## src/sv/obs_pkg.sv

```systemverilog
// ----------------------------------------------------------------------------
// obs_pkg: shared definitions for the orthogonal block scheduler
// Request codes, status codes, register indexes, field widths and the
// sequencer state type.
// ----------------------------------------------------------------------------
`default_nettype none

package obs_pkg;

  localparam int ACTION_W = 2;
  localparam int ID_W     = 8;
  localparam int STATUS_W = 3;
  localparam int COUNT_W  = 9;
  localparam int CFG_W    = 5;
  localparam int REG_IDX_W = 1;

  typedef enum logic [ACTION_W-1:0] {
    ACT_REQUEST = 2'd0,
    ACT_RELEASE = 2'd1,
    ACT_EPOCH   = 2'd2,
    ACT_INIT    = 2'd3
  } action_t;

  typedef enum logic [STATUS_W-1:0] {
    STS_GRANTED  = 3'd0,
    STS_ALL_OUT  = 3'd1,
    STS_NONE_NOW = 3'd2,
    STS_ACCEPTED = 3'd3,
    STS_BAD_ID   = 3'd4
  } status_t;

  localparam logic [REG_IDX_W-1:0] REG_GRID_COLS = 1'b0;
  localparam logic [REG_IDX_W-1:0] REG_GRID_ROWS = 1'b1;

  localparam logic [CFG_W-1:0] GRID_RESET = 5'd4;

  typedef enum logic [3:0] {
    ST_IDLE      = 4'b0001,
    ST_SCAN_ADDR = 4'b0010,
    ST_SCAN_TEST = 4'b0100,
    ST_REL_DIV   = 4'b1000
  } state_t;

endpackage

`default_nettype wire

```

## src/sv/obs_ram.sv

```systemverilog
// ----------------------------------------------------------------------------
// obs_ram: generic single-write, single-read RAM
// One write port and one read port with registered read data that holds
// while the read enable is low.
// ----------------------------------------------------------------------------
`default_nettype none

module obs_ram #(
  parameter int WIDTH = 16,
  parameter int DEPTH = 256
) (
  input  wire logic                                   clk,
  input  wire logic                                   wr_en,
  input  wire logic [((DEPTH > 1) ? $clog2(DEPTH) : 1)-1:0] wr_addr,
  input  wire logic [WIDTH-1:0]                       wr_data,
  input  wire logic                                   rd_en,
  input  wire logic [((DEPTH > 1) ? $clog2(DEPTH) : 1)-1:0] rd_addr,
  output logic      [WIDTH-1:0]                       rd_data
);

  logic [WIDTH-1:0] mem [DEPTH];

  always_ff @(posedge clk) begin
    if (wr_en) begin
      mem[wr_addr] <= wr_data;
    end
    if (rd_en) begin
      rd_data <= mem[rd_addr];
    end
  end

endmodule

`default_nettype wire

```

## src/sv/obs_div.sv

```systemverilog
// ----------------------------------------------------------------------------
// obs_div: iterative restoring divider
// Splits a block number into grid row (quotient) and grid column
// (remainder), one quotient bit per cycle.
// ----------------------------------------------------------------------------
`default_nettype none

module obs_div
  import obs_pkg::*;
#(
  parameter int DIVISOR_W = 5
) (
  input  wire logic                 clk,
  input  wire logic                 rst,
  input  wire logic                 start,
  input  wire logic [ID_W-1:0]      dividend,
  input  wire logic [DIVISOR_W-1:0] divisor,
  output logic                      done,
  output logic [ID_W-1:0]           quotient,
  output logic [DIVISOR_W-1:0]      remainder
);

  localparam int CNT_W = $clog2(ID_W + 1);

  logic                 run;
  logic [CNT_W-1:0]     cnt;
  logic [ID_W-1:0]      dq;
  logic [DIVISOR_W-1:0] rem;
  logic [DIVISOR_W:0]   trial;
  logic                 ge;
  logic [DIVISOR_W:0]   rem_step;

  always_comb begin
    trial    = {rem, dq[ID_W-1]};
    ge       = trial >= {1'b0, divisor};
    rem_step = ge ? (trial - {1'b0, divisor}) : trial;
  end

  always_ff @(posedge clk) begin
    if (rst) begin
      run  <= 1'b0;
      done <= 1'b0;
    end else begin
      done <= 1'b0;
      if (start) begin
        run <= 1'b1;
      end else if (run && cnt == CNT_W'(1)) begin
        run  <= 1'b0;
        done <= 1'b1;
      end
    end
  end

  always_ff @(posedge clk) begin
    if (start) begin
      cnt <= CNT_W'(ID_W);
      dq  <= dividend;
      rem <= '0;
    end else if (run) begin
      // shift in one quotient bit, keep the partial remainder
      cnt <= cnt - CNT_W'(1);
      dq  <= {dq[ID_W-2:0], ge};
      rem <= rem_step[DIVISOR_W-1:0];
    end
  end

  assign quotient  = dq;
  assign remainder = rem;

endmodule

`default_nettype wire

```

## src/sv/orthogonal_block_scheduler.sv

```systemverilog
// ----------------------------------------------------------------------------
// orthogonal_block_scheduler: hands out grid blocks with no shared row/column
// Request, release, next-epoch and initialize commands on a start/busy port;
// one result per command, shown for one cycle under done.
// ----------------------------------------------------------------------------
// Usage: issue a command by raising start while busy is low; exactly one
// result follows, held on the result ports for a single cycle under done,
// and the receiver has no way to hold it off, so capture it that cycle.
// Next-epoch, initialize, a release with a bad id and a request with no
// blocks left answer in the cycle after the command without raising busy.
// A good release waits for the one-bit-per-cycle divider that splits the
// 8-bit block number into row and column. A request tests grid cells one
// at a time, each through an address state and a test state, using a
// single cell-test unit behind the registered read port of the epoch
// table, and answers none-free once the scan runs past the last diagonal
// or its step limit. Epoch table entries are reset by per-entry valid
// flags, so no clearing pass follows reset or initialize. Grid registers
// may be written only while the block is idle.
// ----------------------------------------------------------------------------
`default_nettype none

module orthogonal_block_scheduler
  import obs_pkg::*;
#(
  parameter int MAX_GRID_COLS = 16,
  parameter int MAX_GRID_ROWS = 16,
  parameter int EPOCH_BITS    = 16
) (
  input  wire logic                 clk,
  input  wire logic                 rst,
  input  wire logic                 wr_en,
  input  wire logic [REG_IDX_W-1:0] wr_index,
  input  wire logic [CFG_W-1:0]     wr_data,
  input  wire logic                 start,
  input  wire logic [ACTION_W-1:0]  action,
  input  wire logic [ID_W-1:0]      block_id,
  output logic                      busy,
  output logic                      done,
  output logic [STATUS_W-1:0]       status,
  output logic [ID_W-1:0]           granted_block,
  output logic [COUNT_W-1:0]        blocks_left,
  output logic [COUNT_W-1:0]        blocks_done
);

  localparam int CELLS      = MAX_GRID_ROWS * MAX_GRID_COLS;
  localparam int CW         = (MAX_GRID_COLS > 1) ? $clog2(MAX_GRID_COLS) : 1;
  localparam int RW         = (MAX_GRID_ROWS > 1) ? $clog2(MAX_GRID_ROWS) : 1;
  localparam int CFW        = $clog2(MAX_GRID_COLS + 1);
  localparam int RFW        = $clog2(MAX_GRID_ROWS + 1);
  localparam int CELL_W     = (CELLS > 1) ? $clog2(CELLS) : 1;
  localparam int CELLS_CW   = $clog2(CELLS + 1);
  localparam int LEFT_W     = $clog2(((CELLS > 16) ? CELLS : 16) + 1);
  localparam int SCAN_LIMIT = (MAX_GRID_ROWS + 2) * (MAX_GRID_COLS + 2);
  localparam int IT_W       = $clog2(SCAN_LIMIT + 1);
  localparam int LEFT_RESET = 16;

  state_t state, state_next;

  logic [CFW-1:0]           grid_cols;
  logic [RFW-1:0]           grid_rows;
  logic [CFG_W-1:0]         cols_reg, rows_reg;
  logic [CELLS_CW-1:0]      cells_eff;

  logic [MAX_GRID_COLS-1:0] busy_cols, busy_cols_next;
  logic [MAX_GRID_ROWS-1:0] busy_rows, busy_rows_next;
  logic [CELLS-1:0]         vld, vld_next;
  logic [EPOCH_BITS-1:0]    epoch_now, epoch_now_next;
  logic [CW-1:0]            scan_col, scan_col_next;
  logic [RW-1:0]            scan_row, scan_row_next;
  logic [CFW-1:0]           diagonal, diagonal_next;
  logic [LEFT_W-1:0]        left_count, left_count_next;
  logic [CELLS_CW-1:0]      done_count, done_count_next;

  logic [CFW-1:0]           x, x_next;
  logic [RFW-1:0]           y, y_next;
  logic [CFW-1:0]           d, d_next;
  logic [IT_W-1:0]          it, it_next;
  logic                     tst_free, tst_free_next;
  logic                     tst_vld, tst_vld_next;
  logic [CELL_W-1:0]        tst_id, tst_id_next;
  logic                     rel_vld, rel_vld_next;
  logic [CELL_W-1:0]        rel_id, rel_id_next;

  logic                     done_next;
  logic [STATUS_W-1:0]      status_next;
  logic [ID_W-1:0]          granted_next;

  logic                     ram_wr_en, ram_rd_en;
  logic [CELL_W-1:0]        ram_wr_addr, ram_rd_addr;
  logic [EPOCH_BITS-1:0]    ram_wr_data, ram_rd_data;

  logic                     div_start, div_done;
  logic [ID_W-1:0]          div_quo;
  logic [CFW-1:0]           div_rem;

  logic [RFW+CFW-1:0]       row_base;
  logic [RFW+CFW:0]         cell_sum;
  logic [CELL_W-1:0]        cell_addr;
  logic                     in_grid;
  logic [CFW:0]             x_inc;
  logic [RFW:0]             y_inc;
  logic [CFW:0]             d_inc;
  logic [EPOCH_BITS-1:0]    ep_seen;
  logic                     accept;

  // clamp the grid registers into 1..MAX
  always_comb begin
    if (cols_reg == '0) begin
      grid_cols = CFW'(1);
    end else if (32'(cols_reg) > MAX_GRID_COLS) begin
      grid_cols = CFW'(MAX_GRID_COLS);
    end else begin
      grid_cols = CFW'(cols_reg);
    end
    if (rows_reg == '0) begin
      grid_rows = RFW'(1);
    end else if (32'(rows_reg) > MAX_GRID_ROWS) begin
      grid_rows = RFW'(MAX_GRID_ROWS);
    end else begin
      grid_rows = RFW'(rows_reg);
    end
    cells_eff = CELLS_CW'(grid_rows) * CELLS_CW'(grid_cols);
  end

  always_ff @(posedge clk) begin
    if (rst) begin
      cols_reg <= GRID_RESET;
      rows_reg <= GRID_RESET;
    end else if (wr_en) begin
      if (wr_index == REG_GRID_COLS) begin
        cols_reg <= wr_data;
      end
      if (wr_index == REG_GRID_ROWS) begin
        rows_reg <= wr_data;
      end
    end
  end

  assign busy   = (state != ST_IDLE);
  assign accept = start && !busy;

  // cell test unit: address of the current scan cell, its in-grid flag and the step increments
  always_comb begin
    row_base  = (RFW+CFW)'(y) * (RFW+CFW)'(grid_cols);
    cell_sum  = {1'b0, row_base} + (RFW+CFW+1)'(x);
    cell_addr = CELL_W'(cell_sum);
    in_grid   = (x < grid_cols) && (y < grid_rows);
    x_inc     = {1'b0, x} + (CFW+1)'(1);
    y_inc     = {1'b0, y} + (RFW+1)'(1);
    d_inc     = {1'b0, d} + (CFW+1)'(1);
  end

  always_comb begin
    state_next      = state;
    busy_cols_next  = busy_cols;
    busy_rows_next  = busy_rows;
    vld_next        = vld;
    epoch_now_next  = epoch_now;
    scan_col_next   = scan_col;
    scan_row_next   = scan_row;
    diagonal_next   = diagonal;
    left_count_next = left_count;
    done_count_next = done_count;
    x_next          = x;
    y_next          = y;
    d_next          = d;
    it_next         = it;
    tst_free_next   = tst_free;
    tst_vld_next    = tst_vld;
    tst_id_next     = tst_id;
    rel_vld_next    = rel_vld;
    rel_id_next     = rel_id;
    done_next       = 1'b0;
    status_next     = STS_ACCEPTED;
    granted_next    = '0;
    ram_wr_en       = 1'b0;
    ram_wr_addr     = rel_id;
    ram_wr_data     = '0;
    ram_rd_en       = 1'b0;
    ram_rd_addr     = cell_addr;
    div_start       = 1'b0;
    ep_seen         = '0;

    case (state)
      ST_IDLE: begin
        if (accept) begin
          case (action_t'(action))
            ACT_REQUEST: begin
              if (left_count == '0) begin
                done_next   = 1'b1;
                status_next = STS_ALL_OUT;
              end else begin
                x_next     = CFW'(scan_col);
                y_next     = RFW'(scan_row);
                d_next     = diagonal;
                it_next    = '0;
                state_next = ST_SCAN_ADDR;
              end
            end
            ACT_RELEASE: begin
              if (32'(block_id) >= 32'(cells_eff) || 32'(block_id) >= CELLS) begin
                done_next   = 1'b1;
                status_next = STS_BAD_ID;
              end else begin
                rel_id_next  = CELL_W'(block_id);
                rel_vld_next = vld[CELL_W'(block_id)];
                ram_rd_en    = 1'b1;
                ram_rd_addr  = CELL_W'(block_id);
                div_start    = 1'b1;
                state_next   = ST_REL_DIV;
              end
            end
            ACT_EPOCH: begin
              epoch_now_next  = epoch_now + EPOCH_BITS'(1);
              left_count_next = LEFT_W'(cells_eff);
              done_count_next = '0;
              scan_col_next   = '0;
              scan_row_next   = '0;
              diagonal_next   = '0;
              done_next       = 1'b1;
            end
            ACT_INIT: begin
              vld_next        = '0;
              epoch_now_next  = EPOCH_BITS'(1);
              busy_cols_next  = '0;
              busy_rows_next  = '0;
              left_count_next = LEFT_W'(cells_eff);
              done_count_next = '0;
              scan_col_next   = '0;
              scan_row_next   = '0;
              diagonal_next   = '0;
              done_next       = 1'b1;
            end
            default: begin
              done_next = 1'b1;
            end
          endcase
        end
      end

      ST_SCAN_ADDR: begin
        if (d >= grid_cols || 32'(it) >= SCAN_LIMIT) begin
          // ran past the last diagonal or the scan limit: keep the scan start
          done_next   = 1'b1;
          status_next = STS_NONE_NOW;
          state_next  = ST_IDLE;
        end else begin
          ram_rd_en     = 1'b1;
          ram_rd_addr   = cell_addr;
          tst_id_next   = cell_addr;
          tst_vld_next  = vld[cell_addr];
          tst_free_next = in_grid && !busy_cols[x[CW-1:0]] && !busy_rows[y[RW-1:0]];
          state_next    = ST_SCAN_TEST;
        end
      end

      ST_SCAN_TEST: begin
        ep_seen = tst_vld ? ram_rd_data : EPOCH_BITS'(1);
        if (tst_free && ep_seen == epoch_now) begin
          busy_cols_next[x[CW-1:0]] = 1'b1;
          busy_rows_next[y[RW-1:0]] = 1'b1;
          left_count_next = left_count - LEFT_W'(1);
          scan_col_next   = x[CW-1:0];
          scan_row_next   = y[RW-1:0];
          diagonal_next   = d;
          done_next       = 1'b1;
          status_next     = STS_GRANTED;
          granted_next    = ID_W'(tst_id);
          state_next      = ST_IDLE;
        end else begin
          // advance along the diagonal, wrapping to the next one
          it_next = it + IT_W'(1);
          if (y_inc >= (RFW+1)'(grid_rows)) begin
            d_next = CFW'(d_inc);
            x_next = CFW'(d_inc);
            y_next = '0;
          end else if (x_inc >= (CFW+1)'(grid_cols)) begin
            x_next = '0;
            y_next = RFW'(y_inc);
          end else begin
            x_next = CFW'(x_inc);
            y_next = RFW'(y_inc);
          end
          state_next = ST_SCAN_ADDR;
        end
      end

      ST_REL_DIV: begin
        if (div_done) begin
          ep_seen     = rel_vld ? ram_rd_data : EPOCH_BITS'(1);
          ram_wr_en   = 1'b1;
          ram_wr_addr = rel_id;
          ram_wr_data = ep_seen + EPOCH_BITS'(1);
          vld_next[rel_id] = 1'b1;
          busy_cols_next[div_rem[CW-1:0]] = 1'b0;
          busy_rows_next[RW'(div_quo)]    = 1'b0;
          if (done_count < cells_eff) begin
            done_count_next = done_count + CELLS_CW'(1);
          end
          done_next  = 1'b1;
          state_next = ST_IDLE;
        end
      end

      default: begin
        state_next = ST_IDLE;
      end
    endcase
  end

  always_ff @(posedge clk) begin
    if (rst) begin
      state      <= ST_IDLE;
      busy_cols  <= '0;
      busy_rows  <= '0;
      vld        <= '0;
      epoch_now  <= EPOCH_BITS'(1);
      scan_col   <= '0;
      scan_row   <= '0;
      diagonal   <= '0;
      left_count <= LEFT_W'(LEFT_RESET);
      done_count <= '0;
      done       <= 1'b0;
    end else begin
      state      <= state_next;
      busy_cols  <= busy_cols_next;
      busy_rows  <= busy_rows_next;
      vld        <= vld_next;
      epoch_now  <= epoch_now_next;
      scan_col   <= scan_col_next;
      scan_row   <= scan_row_next;
      diagonal   <= diagonal_next;
      left_count <= left_count_next;
      done_count <= done_count_next;
      done       <= done_next;
    end
  end

  always_ff @(posedge clk) begin
    x        <= x_next;
    y        <= y_next;
    d        <= d_next;
    it       <= it_next;
    tst_free <= tst_free_next;
    tst_vld  <= tst_vld_next;
    tst_id   <= tst_id_next;
    rel_vld  <= rel_vld_next;
    rel_id   <= rel_id_next;
    if (done_next) begin
      status        <= status_next;
      granted_block <= granted_next;
      blocks_left   <= COUNT_W'(left_count_next);
      blocks_done   <= COUNT_W'(done_count_next);
    end
  end

  obs_ram #(
    .WIDTH (EPOCH_BITS),
    .DEPTH (CELLS)
  ) u_epoch_ram (
    .clk     (clk),
    .wr_en   (ram_wr_en),
    .wr_addr (ram_wr_addr),
    .wr_data (ram_wr_data),
    .rd_en   (ram_rd_en),
    .rd_addr (ram_rd_addr),
    .rd_data (ram_rd_data)
  );

  obs_div #(
    .DIVISOR_W (CFW)
  ) u_div (
    .clk       (clk),
    .rst       (rst),
    .start     (div_start),
    .dividend  (block_id),
    .divisor   (grid_cols),
    .done      (div_done),
    .quotient  (div_quo),
    .remainder (div_rem)
  );

endmodule

`default_nettype wire

```

## config.mk

```make
export PLATFORM = sky130hd
export DESIGN_NAME = orthogonal_block_scheduler
export DESIGN_NICKNAME = d
export VERILOG_FILES = /design/src/sv/obs_pkg.sv /design/src/sv/obs_ram.sv /design/src/sv/obs_div.sv /design/src/sv/orthogonal_block_scheduler.sv
export SDC_FILE = /design/constraint.sdc
export NUM_CORES = 2
export LEC_CHECK = 0
export BUFFER_PORTS_ARGS = -buffer_cell sky130_fd_sc_hd__buf_2
export CAP_MARGIN = 20
export CORE_MARGIN = 4
export CORE_UTILIZATION = 60
export CTS_CLUSTER_DIAMETER = 150
export DETAILED_ROUTE_END_ITERATION = 7
export GPL_ROUTABILITY_DRIVEN = 0
export PLACE_DENSITY = 0.76
export SYNTH_ARGS = -nofsm -noshare
export SYNTH_HDL_FRONTEND = slang
export SYNTH_HIERARCHICAL = 1
export SYNTH_SLANG_ARGS = --single-unit
```

## constraint.sdc

```tcl
create_clock -name clk -period 21.4 [get_ports clk]
set_clock_uncertainty 0.2 [all_clocks]
set_input_delay 1.07 -clock clk [delete_from_list [all_inputs] [get_ports clk]]
set_output_delay 1.07 -clock clk [all_outputs]
set_load 0.02 [all_outputs]
```

Word-level counts from Yosys, hierarchy flattened --
Memory sizes are Yosys's and may differ from the RTL's. A register that Yosys moved wholly into a read port is not among the register bits. Cells that the tools add are included.
Storage, ports and cells: flip-flop bits (word level) 441, RAM bits 4096, input port bits 20, logic and storage cells 263, memories kept 1
Memory list:
- u_epoch_ram.mem | words 256, bits a word 16, read ports 1, clocked after memory_dff 1, write ports 1, line obs_ram.sv:21 | logic [WIDTH-1:0] mem [DEPTH];
Operators by class: $add $sub $neg 11, multipliers 2, magnitude comparators 23, equality and inequality tests 22, muxes and demuxes 124, bitwise gates (word level) 10, reductions and logical operators 39
Operators by type and width (number):
- 256-bit two-way mux | 3
- 256-bit one-hot mux with 2 select lines | 1
- 256-bit OR | 1
- 16-bit two-way mux | 10
- 5-bit two-way mux | 24
- 9-bit two-way mux | 11
- 16-bit one-hot mux with 3 select lines | 2
- 9-bit one-hot mux with 2 select lines | 3
- 8-bit two-way mux | 6
- 5-bit one-hot mux with 2 select lines | 4
- 16-bit by 1-bit adder with 16-bit output (second input constant) | 2
- 16-bit AND | 2
- 4-bit two-way mux | 8
- 16-bit NOT | 2
- 16-bit OR | 2
- 16-bit one-hot mux with 2 select lines | 1
- 8-bit by 9-bit < comparator with 1-bit output (second input constant) | 3
- 1-bit two-way mux | 27
- 4-bit one-hot mux with 2 select lines | 3
- 4-bit by 5-bit < comparator with 1-bit output (second input constant) | 4
- 9-bit by 1-bit adder with 9-bit output (second input constant) | 2
- 6-bit by 5-bit greater-or-equal comparator with 1-bit output | 3
- 1-bit binary-select mux with 8-bit select | 2
- 1-bit demux with 4-bit select | 4
- other kinds (53) | 101

Depth between registers and ports, before layout --
depth after elaboration 10, mapped depth 33, depth with buffers taken out 24

Modules after synthesis --
The synthesis kept the hierarchy.
Modules (own cells, without submodules):
- obs_ram | instances 1, cells each 7360, area each 158874.9 sq um
- orthogonal_block_scheduler | instances 1, cells each 2355, area each 22948.3 sq um
- obs_div | instances 1, cells each 102, area each 1067.3 sq um

Worst setup path before layout --
Ideal clock, no wire load.
path type reg-to-reg, from reg u_epoch_ram.rd_data[4] (read register of u_epoch_ram.mem), to mem u_epoch_ram.mem[0][15] (data pin), library setup time 1576 ps, arrival time 8410 ps, data required time 19624 ps, path slack 11213 ps, stages on the path, launching flop included 8, period minus slack after synthesis 10187 ps, path through edfxtp_1 -> clkbuf_1 -> nand4_1 -> nor2_1 -> and4_1 -> nand4_1 -> or3_1 -> a21oi_1
Between the ends: longest elaborated chain between the ends 4
RTL lines:
- start: declaration | line obs_ram.sv:18 | output logic [WIDTH-1:0] rd_data
- 16-bit two-way mux | line orthogonal_block_scheduler.sv:290 | ep_seen = rel_vld ? ram_rd_data : EPOCH_BITS'(1);
- 16-bit by 1-bit adder with 16-bit output | line orthogonal_block_scheduler.sv:293 | ram_wr_data = ep_seen + EPOCH_BITS'(1);
- 16-bit two-way mux | line orthogonal_block_scheduler.sv:289 | if (div_done) begin
- 16-bit two-way mux | line orthogonal_block_scheduler.sv:184 | case (state)
- named net ram_wr_data[15] | line orthogonal_block_scheduler.sv:90 | logic [EPOCH_BITS-1:0] ram_wr_data, ram_rd_data;
- end: declaration | line obs_ram.sv:21
The timed path passes the listed nets, and every way through them passes these cells.

Worst setup path after layout --
from reg rows_reg[4], to reg u_epoch_ram.rd_data[10] (read register of u_epoch_ram.mem) (data pin)
Between the ends: longest elaborated chain between the ends 9, elaborated cells on any way between the ends 14, those cells by class 1 x mul; 2 x order compare; 10 x mux; 1 x reduce/logical
RTL lines:
- start: declaration | line orthogonal_block_scheduler.sv:61 | logic [CFG_W-1:0] cols_reg, rows_reg;
- start signal: assignment | line orthogonal_block_scheduler.sv:134 | rows_reg <= wr_data;
- 5-bit > comparator | line orthogonal_block_scheduler.sv:117 | end else if (32'(rows_reg) > MAX_GRID_ROWS) begin
- 5-bit two-way mux | line orthogonal_block_scheduler.sv:117
- 5-bit two-way mux * | line orthogonal_block_scheduler.sv:115 | if (rows_reg == '0) begin
- 5-bit by 5-bit multiplier with 9-bit output * | line orthogonal_block_scheduler.sv:122 | cells_eff = CELLS_CW'(grid_rows) * CELLS_CW'(grid_cols);
- 8-bit by 9-bit greater-or-equal comparator with 1-bit output * | line orthogonal_block_scheduler.sv:201 | if (32'(block_id) >= 32'(cells_eff) || 32'(block_id) >= CELLS) begin
- 8-bit two-way mux * | line orthogonal_block_scheduler.sv:201
- 8-bit two-way mux * | line orthogonal_block_scheduler.sv:187 | case (action_t'(action))
- 8-bit two-way mux * | line orthogonal_block_scheduler.sv:186 | if (accept) begin
- 8-bit two-way mux *
- named net ram_rd_addr[3] | line orthogonal_block_scheduler.sv:89 | logic [CELL_W-1:0] ram_wr_addr, ram_rd_addr;
Mark *: on every way through the listed nets, which the timed path passes. The rest lies on a longest branch. A chain may end at the register's enable or synchronous reset.

==> metrics.txt <==
Cell Area, Synth approximately 0.18 sq mm; DRC 0; Initial Util 0.6035; CTS buffer count between 400 and 500; Worst Tran Pin Value roughly 1.3 ns; Avg WL per Cell between 30 and 40 um; Detailed Route WL approximately 500000 um; Power Total between 20 and 25 mW; EDFF count, synth about 4200; setup TNS 0 ns; first-pass GRT wire length 719200 um; CORE AREA 0.3030 sq mm; biggest area consumer among synthesized cells edfxtp_1; CP max FO between 60 and 70; mean cell area of the mapped netlist approximately 19 sq um; number of port buffers 50; number of flip-flops in the largest register between 4000 and 5000; CTS resizes 0; gr ovfl total 0; initial antenna violation count 19; P&R area growth vs syn 11.37%; pins over their slew limit 0; clock-pin slew on the worst setup and hold paths 0.06 ns; DIE AREA 0.3137 sq mm; RSZ-0062 raised after global routing false; Final period util 0.5503; status complete, no violations; H-tree Lvls 5; Syn Nets around 9900; postcts setup bufs 0; WS Path Type flop to flop; DRT Pass-1 Iters 8; biggest regs u_epoch_ram/mem (4096), vld (256); # setup viols final 0; layout cells sized above 1 0.2253; YS warnings 6; CP endpoint kind flop; post-synthesis sequential area ratio 0.7278; # nets final around 10000; CTS Hold Buffers Added 0; clock insertion delay at the later pin of the skew report approximately 0.97 ns; clk buf depth 4; Seq cells post-synth roughly 4600; CTS root buffer clkbuf_16; leading post-synthesis cells by cell area edfxtp_1, mux4_2, dfxtp_1; Core Util, Final 0.6721; leakage approximately 56 nW; Final min period roughly 12 ns; Peak VDD IR ~83 uV; max cap viols 0; die width between 500 and 600 um; CTS tree done; Antenna Nets Post-Route 0; Most used DFF post-synth edfxtp_1; startpoint types flop; CP top delay family buffers and inverters; vias in the first global route 100494; dpl hpwl ~290000 um; Max Fclk 84.92 MHz; Global Route Usage Sum 0.3149; starting DRC count in detailed routing around 16000; Netlist cell types between 80 and 90; post-synth top area share 0.6883; Biggest register u_epoch_ram/mem; io pins just over 50; Bufs and invs on worst path 6; worst flop-to-flop path startpoint rows_reg[4]$_SDFFE_PP0P_; Worst EP arrival about 12 ns; hold_sp block_id[6]; FFs w/ async S/R, synth 0; Synth Instances slightly below 10000; row cnt 202; Final Hold Fails 0; Crit-path slowest cell buf_4; Hold Crit Class input pin to flop; Max-Slew Margin vs Limit 0.1519; required time of the critical path about 22 ns; die height between 500 and 600 um; FILL cells between 15000 and 20000; Cell Pwr Density around 100 mW/mm^2; max incr delay on CP around 0.9 ns; CP Launch Point rows_reg[4]$_SDFFE_PP0P_; largest net degree at the start of global routing approximately 150; TritonCTS Sinks between 4000 and 5000; via count around 100k; DR vias/cell 7.072
worst paths after layout:
path,to,slack [ns],cells after the start
setup / recovery,u_epoch_ram/rd_data[10]$_DFFE_PP_,9.62,26
hold / removal,rel_id[6]$_DFFE_PP_,0.18,1
setup reg to reg,u_epoch_ram/rd_data[10]$_DFFE_PP_,9.62,26
hold reg to reg,diagonal[0]$_SDFFE_PP0P_,0.26,2
cell families after synthesis:
logic type                 after synthesis  share of synthesized area
muxes                                 1646                     0.1570
adders and majority gates              113                   0.008606
DFF                                   4553                     0.7278
xor gates and xnor gates                64                   0.003065
AOI/OAI and AO/OA                     1362                    0.04917
buffers and inverters                  714                    0.02024
and+or+nand+nor                       1365                    0.03411
worst register-to-register path, cell delays in order (launching register included):
cell and delay (ns):
dfxtp_1 0.40, nor4_1 0.39, nor2_1 0.16, inv_1 0.14, nand2_1 0.08, fa_1 0.56, fa_1 0.46, fa_1 0.50
inv_1 0.05, ha_1 0.33, a21oi_1 0.19, xor2_1 0.30, ha_1 0.19, and3_1 0.15, a221oi_1 0.08, maj3_1 0.37
maj3_1 0.44, o21ai_2 0.67, mux2_2 0.61, inv_8 0.56, buf_4 0.99, buf_4 0.66, buf_4 0.91, mux4_2 0.71
a22o_1 0.38, o32ai_2 0.86, nor4_1 0.16
cell usage after synthesis (all sizes together), types with 9 or more instances:
master and number:
edfxtp 4192, mux4 968, nor2 694, mux2i 575, a21oi 528, clkbuf 366
dfxtp 361, o221ai 255, buf 253, nand2 170, o22ai 157, nor3 135
mux2 103, o21ai 99, nand3 95, inv 93, ha 89, a22oi 50
nor2b 45, nand4 43, xnor2 38, a22o 37, a221oi 35, and2 33
a31oi 31, a211oi 29, and3 28, nor4 28, xor2 26, nand2b 23
fa 22, o32ai 21, o31ai 17, o21a 15, a21o 14, nand4b 12
or3 12, a2111oi 11, nand3b 10, or2 10, a211o 9, a31o 9
or4b 9
final cells by class:
type                       instances  area, sq um  share of cell area
clock inverter                   257         2600             0.01276
sequential                      4553       133100              0.6535
antenna                           14        35.03           0.0001720
tap                             3978         4977             0.02444
timing repair buffer             524         4298             0.02110
inverter                          95        369.1            0.001812
multi-input combinational       4550        46850              0.2300
clock buffer                     544        11450             0.05621
routing by layer:
| layer | up-vias | part of all wire | wire [um] | GRT usage |
|---|---|---|---|---|
| met2 | 7914 | 0.46 | 227900 | 0.4710 |
| met1 | 52366 | 0.35 | 173800 | 0.4342 |
| li1 | 40890 | - | - | - |
| met5 | - | 0.00037 | 183 | 0 |
| met4 | 20 | 0.055 | 27360 | 0.1466 |
| met3 | 1460 | 0.14 | 71140 | 0.09125 |
cells in the final DEF (no fill, tap or decap), types with 49 or more instances in the layout:
| master | Yosys | final |
|---|---|---|
| a21oi_1 | 528 | 525 |
| a22oi_1 | 50 | 50 |
| buf_2 | 97 | 49 |
| buf_4 | 27 | 430 |
| clkbuf_1 | 366 | 97 |
| clkbuf_16 | 0 | 438 |
| clkinv_1 | 2 | 100 |
| clkinv_2 | 0 | 68 |
| dfxtp_1 | 361 | 361 |
| edfxtp_1 | 4192 | 4192 |
| ha_1 | 89 | 87 |
| inv_1 | 92 | 90 |
| mux2_2 | 103 | 100 |
| mux2i_1 | 575 | 574 |
| mux4_2 | 968 | 968 |
| nand2_1 | 170 | 169 |
| nand3_1 | 95 | 88 |
| nor2_1 | 694 | 627 |
| nor3_1 | 135 | 106 |
| o21ai_0 | 98 | 97 |
| o221ai_1 | 254 | 254 |
| o22ai_1 | 157 | 157 |
power by group:
group          switching, mW  internal [mW]  leakage (nW)
Sequential            0.0390           9.62          32.0
Combinational           2.08          0.829          16.8
Clock                   3.33           4.30          6.82
through the flow:
| step | hold WS, ns | setup slack, ns | area [sq um] | cells |
|---|---|---|---|---|
| after floorplan | 0.2318 | 11.21 | 182900 | 9817 |
| after global placement | 0.2492 | 8.678 | 188800 | 13654 |
| after detailed placement | 0.2571 | 9.743 | 189200 | 13676 |
| after CTS | 0.1215 | 9.673 | 203200 | 14477 |
| after global routing | 0.1524 | 9.156 | 203700 | 14504 |
| final | 0.1830 | 9.624 | 203700 | 14515 |
No activity file was read; power rests on OpenSTA's default activity.
